File: src/sv/stis_pkg.sv
`timescale 1ns / 1ps
`default_nettype none
// ----------------------------------------------------------------------------
// Sorted table interpolation search - shared definitions
// Field widths, stream packing positions, action codes and the widths of the
// probe arithmetic shared by the sequencer and the scaling divider.
// ----------------------------------------------------------------------------
package stis_pkg;

    // configuration and field widths
    localparam int CNT_W       = 11;   // entry_count
    localparam int LOAD_IDX_W  = 10;   // load_index and match_index
    localparam int KEY_IN_W    = 32;   // key_value on the stream
    localparam int IN_TDATA_W  = 48;
    localparam int OUT_TDATA_W = 16;
    localparam int IN_KEY_LSB  = LOAD_IDX_W;

    // probe arithmetic
    localparam int POS_W  = 13;        // signed range bounds, -1 .. 2*2047
    localparam int SPAN_W = 11;        // high - low
    localparam int QUOT_W = 12;        // scaled quotient
    localparam int BIT_W  = 4;         // bit counter over SPAN_W bits

    typedef logic signed [POS_W-1:0] t_pos;
    typedef logic [SPAN_W-1:0]       t_span;
    typedef logic [QUOT_W-1:0]       t_quot;

    // action codes carried in tuser
    localparam logic ACT_LOAD   = 1'b0;
    localparam logic ACT_SEARCH = 1'b1;

endpackage
`default_nettype wire

File: src/sv/stis_div.sv
`timescale 1ns / 1ps
`default_nettype none
// ----------------------------------------------------------------------------
// Scaling divider
// Bit-serial floor(num * span / den) for num <= den. Each span bit takes a
// doubling step and an add step, each followed by one conditional
// subtract of the denominator.
// ----------------------------------------------------------------------------
module stis_div #(
    parameter int KEY_WIDTH = 32
) (
    input  wire                           i_clk,
    input  wire                           i_rst_n,
    input  wire                           i_start,
    input  wire  [KEY_WIDTH-1:0]          i_num,
    input  wire  [KEY_WIDTH-1:0]          i_den,
    input  wire  stis_pkg::t_span         i_span,
    output logic                          o_done,
    output stis_pkg::t_quot               o_quot
);

    logic                         r_busy, n_busy;
    logic                         r_phase, n_phase;
    logic [stis_pkg::BIT_W-1:0]   r_bit, n_bit;
    logic                         r_done, n_done;
    logic [KEY_WIDTH:0]           r_rem, n_rem;
    logic [KEY_WIDTH-1:0]         r_num, r_den;
    stis_pkg::t_span              r_span;
    stis_pkg::t_quot              r_quot, n_quot;

    logic [KEY_WIDTH:0]           step_val;
    logic                         step_ge;
    stis_pkg::t_quot              quot_base;

    always_comb begin
        if (r_phase) begin
            step_val  = r_rem + (r_span[r_bit] ? {1'b0, r_num} : '0);
            quot_base = r_quot;
        end else begin
            step_val  = {r_rem[KEY_WIDTH-1:0], 1'b0};
            quot_base = {r_quot[stis_pkg::QUOT_W-2:0], 1'b0};
        end
        step_ge = (step_val >= {1'b0, r_den});
    end

    always_comb begin
        n_busy  = r_busy;
        n_phase = r_phase;
        n_bit   = r_bit;
        n_done  = 1'b0;
        n_rem   = r_rem;
        n_quot  = r_quot;
        if (i_start) begin
            n_busy  = 1'b1;
            n_phase = 1'b0;
            n_bit   = stis_pkg::BIT_W'(stis_pkg::SPAN_W - 1);
            n_rem   = '0;
            n_quot  = '0;
        end else if (r_busy) begin
            n_rem   = step_ge ? (step_val - {1'b0, r_den}) : step_val;
            n_quot  = quot_base + stis_pkg::QUOT_W'(step_ge);
            n_phase = !r_phase;
            if (r_phase) begin
                if (r_bit == '0) begin
                    n_busy = 1'b0;
                    n_done = 1'b1;
                end else begin
                    n_bit = r_bit - 1'b1;
                end
            end
        end
    end

    always_ff @(posedge i_clk) begin
        if (!i_rst_n) begin
            r_busy  <= 1'b0;
            r_phase <= 1'b0;
            r_bit   <= '0;
            r_done  <= 1'b0;
        end else begin
            r_busy  <= n_busy;
            r_phase <= n_phase;
            r_bit   <= n_bit;
            r_done  <= n_done;
        end
    end

    always_ff @(posedge i_clk) begin
        r_rem  <= n_rem;
        r_quot <= n_quot;
        if (i_start) begin
            r_num  <= i_num;
            r_den  <= i_den;
            r_span <= i_span;
        end
    end

    assign o_done = r_done;
    assign o_quot = r_quot;

endmodule
`default_nettype wire

File: config.mk
export PLATFORM = sky130hd
export DESIGN_NAME = stis_div
export DESIGN_NICKNAME = d
export VERILOG_FILES = /design/src/sv/stis_pkg.sv /design/src/sv/stis_div.sv
export SDC_FILE = /design/constraint.sdc
export NUM_CORES = 1
export LEC_CHECK = 0
export CORE_MARGIN = 5
export CORE_UTILIZATION = 28
export CTS_BUF_LIST = sky130_fd_sc_hd__clkbuf_2 sky130_fd_sc_hd__clkbuf_4 sky130_fd_sc_hd__clkbuf_8
export DETAILED_ROUTE_END_ITERATION = 8
export DONT_BUFFER_PORTS = 1
export PLACE_DENSITY_LB_ADDON = 0.1
export SYNTH_ARGS = -nofsm -noshare
export SYNTH_HDL_FRONTEND = slang
export SYNTH_SLANG_ARGS = --single-unit
File: constraint.sdc
create_clock -name i_clk -period 8.3 [get_ports i_clk]
set_clock_uncertainty 0.2 [all_clocks]
set_input_delay 0.415 -clock i_clk [delete_from_list [all_inputs] [get_ports i_clk]]
set_output_delay 0.415 -clock i_clk [all_outputs]
set_load 0.01 [all_outputs]
== After elaboration in Yosys (flattened, before gate mapping) ==
Cells that the tools add are included.

* Bits in read-only memories: 0
* Word-level logic and storage cells: 44
* Output and inout bits: 13
* Latch bits: 0
* Input port bits: 78
* Memories: 0
* Flip-flop bits (word level): 127
* Memory bits (writable): 0

* Shift-type cells: 0
* $lt $le $gt $ge: 2
* Bitwise logic cells: 4
* Add/sub/neg operators: 4
* $mul: 0
* Reductions and logical operators: 8
* Mux-type cells: 15
* Div/mod/pow operators: 0
* Eq/ne operators: 1

{| class="wikitable"
|+ Operators with widths
! operator !! count
|-
| 2-to-1 mux 33 bit || 2
|-
| adder 33 x 32 -> 33 bit || 1
|-
| >= comparator 33 x 32 -> 1 bit || 1
|-
| subtractor 33 x 32 -> 33 bit || 1
|-
| 2-to-1 mux 32 bit || 1
|-
| 2-to-1 mux 4 bit || 4
|-
| adder 12 x 1 -> 12 bit || 1
|-
| 2-to-1 mux 12 bit || 1
|-
| 2-to-1 mux 1 bit || 6
|-
| AND reduction 3 bit || 2
|-
| < comparator 4 x 5 -> 1 bit, second input constant || 1
|-
| binary-select mux 1 bit (select 4 bit) || 1
|-
| logical NOT 4 bit || 1
|-
| NOT 1 bit || 4
|-
| nonzero test 2 bit || 2
|-
| OR reduction 4 bit || 1
|-
| subtractor 4 x 1 -> 4 bit, second input constant || 1
|-
| inequality test 2 bit, second input constant || 1
|-
| OR reduction 2 bit || 1
|-
| logical NOT 1 bit || 1
|}

== Logic depth before layout (Yosys ltp) ==
* Depth after elaboration: 7
* Depth in mapped cells: 36
* Gate-level depth less buffers: 33

== Least setup slack after synthesis ==
No wires, ideal clock.

* Path type: reg2reg
* Start point: register r_bit[0] in the netlist's numbering
* End point: register r_quot[10], in the netlist o_quot[10]
* Path slack: 1.063 ns
* Arrival: 6.909 ns
* Data required time: 7.972 ns
* Path buffers: 4
* Setup time: 0.128 ns
* Period minus slack after synthesis: 7.237 ns
* Stages on the path, launching flop included: 35
* Path through: dfxtp_1 clkbuf_1 mux4_2 mux2i_1 o21ai_0 clkbuf_1 and2_1 ha_1 fa_1 a211oi_1 o21ai_1 o2111ai_2 a31oi_1 o21ai_1 a211oi_1 or3_1 ha_1 clkbuf_1 and3_1 o2111ai_1 a32oi_1 nand4_2 nand2_4 buf_6 ha_1 ha_1 nand3_1 a21oi_1 nand2_1 a21oi_1 nand4_1 mux2i_1 nor2_1 a221oi_1 nor2_1

* Longest elaborated chain between the ends: 7

{| class="wikitable"
|+ Ends and longest elaborated chain
! item !! RTL line !! text
|-
| start, declared || stis_div.sv:24 || <nowiki>logic [stis_pkg::BIT_W-1:0] r_bit, n_bit;</nowiki>
|-
| start signal, assigned || stis_div.sv:83 || <nowiki>r_bit <= n_bit;</nowiki>
|-
| binary-select mux 1 bit (select 4 bit) || stis_div.sv:37 || <nowiki>step_val = r_rem + (r_span[r_bit] ? {1'b0, r_num} : '0);</nowiki>
|-
| 2-to-1 mux 1 bit (not written as such) || stis_div.sv:37 ||
|-
| 2-to-1 mux 32 bit || stis_div.sv:37 ||
|-
| adder 33 x 32 -> 33 bit || stis_div.sv:37 ||
|-
| 2-to-1 mux 33 bit || stis_div.sv:36 || <nowiki>if (r_phase) begin</nowiki>
|-
| >= comparator 33 x 32 -> 1 bit || stis_div.sv:43 || <nowiki>step_ge = (step_val >= {1'b0, r_den});</nowiki>
|-
| adder 12 x 1 -> 12 bit || stis_div.sv:61 || <nowiki>n_quot = quot_base + stis_pkg::QUOT_W'(step_ge);</nowiki>
|-
| end signal, assigned || stis_div.sv:90 || <nowiki>r_quot <= n_quot;</nowiki>
|-
| end, declared || stis_div.sv:29 || <nowiki>stis_pkg::t_quot r_quot, n_quot;</nowiki>
|}

Every way passes these cells. The select of a mux whose other input is x is not followed.
A chain may end at the register's enable or synchronous reset.

== Worst setup path after layout ==
Ends and elaborated chain as after synthesis.

==> flow_summary.json <==
{
  "syn2layout_area_growth_pct": 18.0,
  "cts_root_buffer": "clkbuf_8",
  "routed_wl_um": 28900,
  "crit_type": "register to register",
  "place_hpwl_um": 21300,
  "final_nets": 1252,
  "final_common_cell": "nor2_1",
  "rsz0062_at_grt": "no",
  "path_clk_slew_ns": 0.08,
  "cts_buffer_depth": 2,
  "ys_ff_latch": 127,
  "grt-ovfl-total": 0,
  "port_buffers": 0,
  "worst_ep_required_time_ns": 8.44,
  "maxSlewViolCount": 0,
  "synth_flop_cell": "edfxtp_1",
  "slowest_delay_ns": 0.51,
  "cp-end-kind": "register",
  "worst_slack_ns": 0.798,
  "syn_inst": 1047,
  "hp-class": "input pin to register",
  "grt_start_max_net_pins": 114,
  "finalSetupViolCount": 0,
  "syn_area_mm2": 0.00938,
  "via_per_inst": 5.17,
  "antenna_found_initial": 0,
  "start_util": 0.282,
  "max_slew_margin": 0.406,
  "final_core_util": 0.333,
  "synth_top_cell_area_share": 0.240,
  "arrival_ns": 7.65,
  "p_leak_nw": 4.37,
  "io_pins": 91,
  "drc_errors": 0,
  "drive_above_1_share": 0.0923,
  "place_area_mm2": 0.00980,
  "yosys_warnings": 0,
  "min_period_ns": 7.50,
  "cap_violations": 0,
  "grt_pass1_vias": 8227,
  "fin_crit_sh": 0.904,
  "via_count": 8084,
  "cts_buffers": 17,
  "gp_congestion": 0.826,
  "cts_sinks": 127,
  "dieArea_mm2": 0.0373,
  "ant_nets": 0,
  "grt_usage": 0.159,
  "drt_iter0_drc": 454,
  "critPathLaunchType": "register",
  "final_cell_mix": "nor2_1, a21oi_1, dlygate4sd3_1",
  "status": "complete, no violations",
  "coreArea_mm2": 0.0333,
  "die_w_um": 193,
  "yosysUniqueCellTypes": 82,
  "final.setup.tns_ns": 0,
  "die_h_um": 193,
  "tightest_slew_ns": 0.888,
  "r2r_slack_ns": 0.80,
  "htreeDepth": 4,
  "hold_violations": 0,
  "cts_tree": "done",
  "clock_latency_ns": 0.48,
  "rows": 67,
  "diodes": 0,
  "seq_area_frac_synth": 0.351,
  "synth_edf_count": 75,
  "synth.avg_cell_area_um2": 8.96,
  "path_max_fanout": 23,
  "p_per_area_mw_per_mm2": 194,
  "yosys.area.top_type": "edfxtp_1",
  "crit_top_cell": "ha_1",
  "first_pass_iters": 4,
  "slowest_stage": "mux4_2",
  "synthTopCellsByArea": "edfxtp_1, dfxtp_1, ha_1, a21oi_1, nor2_1",
  "synthesis.nets": 1196,
  "grt_pass1_wl_um": 46100,
  "place_ws_ns": 0.606,
  "ir_drop_v": 0.000106,
  "max_freq_mhz": 133,
  "fin_area_mm2": 0.0111,
  "async_flop_share": 0,
  "post_drt_wl_per_cell_um": 18.5
}
==> registers in the layout, summed over array words and instances (netlist names) <==
register  cells
r_den        32
r_bit         4
r_rem        33
r_num        32
o_quot       12
r_phase       1
r_busy        1
r_span       11
o_done        1
==> critical path: cells and delay by family (launching register included) <==
kind	cells	cell delay (ns)
AOI/OAI and AO/OA	13	2.77
and+or+nand+nor	10	1.56
adders and majority gates	5	1.44
muxes	3	0.95
DFF	1	0.42
==> timing repair <==
action                                 CTS  global route
resized for setup                        0             5
endpoints found under the hold margin  194             0
setup buffers                            0             0
setup endpoints to repair                0             2
hold buffers                            77             0
==> cell families (layout without fill, tap and decap cells) <==
kind of cell / Yosys count / after routing / share of synthesized area
AO/OA/AOI/OAI: 311 / 311 / 0.227
XOR/XNOR: 52 / 52 / 0.0485
adder cells (fa/ha/maj): 71 / 71 / 0.0963
buffers and inverters: 106 / 175 / 0.0484
flip-flops: 127 / 127 / 0.351
multiplexers: 35 / 35 / 0.0428
AND/OR/NAND/NOR: 345 / 345 / 0.186
==> layer usage <==
metal / global-route usage / part of all wire / up-vias / wire length [µm]
met5: 0 / 0 / - / 0
met1: 0.196 / 0.45 / 3916 / 13000
met3: 0.0299 / 0.029 / 21 / 829
li1: - / - / 4041 / -
met2: 0.287 / 0.51 / 106 / 14700
met4: 0.0389 / 0.014 / 0 / 392
==> power breakdown <==
| part | total [W] | switching [W] | internal [W] |
|---|---|---|---|
| combinational | 0.000735 | 0.000435 | 0.000300 |
| sequential | 0.000763 | 0.0000398 | 0.000723 |
| clock | 0.000654 | 0.000284 | 0.000370 |
==> per-stage QoR <==
| step | power, W | hold WS, ns | cells |
|---|---|---|---|
| global placement | 0.00148 | 0.297 | 1455 |
| finish | 0.00215 | 0.169 | 1564 |
| global route | 0.00230 | 0.199 | 1564 |
| floorplan | 0.00130 | 0.269 | 1047 |
| CTS | 0.00218 | 0.149 | 1564 |
| detailed placement | 0.00147 | 0.299 | 1455 |
==> area by class of cell <==
class,count,area (µm²)
timing repair buffer,93,908
clock buffer,19,255
multi-input combinational,814,5650
inverter,50,188
fill,3506,22200
tap,448,561
clock inverter,13,209
sequential,127,3300
==> synth_stat cells (all sizes together) (4+ instances only) <==
| library cell | instances |
|---|---|
| and3 | 18 |
| a2111oi | 4 |
| inv | 49 |
| o21bai | 4 |
| xnor2 | 33 |
| or3 | 6 |
| o21ai | 66 |
| a21o | 27 |
| and4 | 10 |
| nor4 | 10 |
| a311oi | 23 |
| a211oi | 15 |
| dfxtp | 52 |
| xor2 | 19 |
| o211ai | 12 |
| a31oi | 5 |
| ha | 69 |
| or2 | 6 |
| buf | 17 |
| nand3 | 41 |
| nor2 | 86 |
| nand2b | 7 |
| nor2b | 6 |
| nor3 | 18 |
| mux2i | 12 |
| o21a | 13 |
| a221oi | 10 |
| nand4 | 14 |
| o31ai | 8 |
| clkbuf | 39 |
| a21boi | 4 |
| a21oi | 81 |
| edfxtp | 75 |
| and2 | 37 |
| mux2 | 21 |
| nand2 | 75 |
==> worst paths after layout <==
check                              start          to  cells past startpoint
worst min register to register  r_rem[4]    r_rem[4]                      2
worst min-delay path             i_start   o_quot[3]                      2
worst max-delay path            r_bit[0]  o_quot[10]                     31
worst max register to register  r_bit[0]  o_quot[10]                     31
No activity file was read; power rests on OpenSTA's default activity.
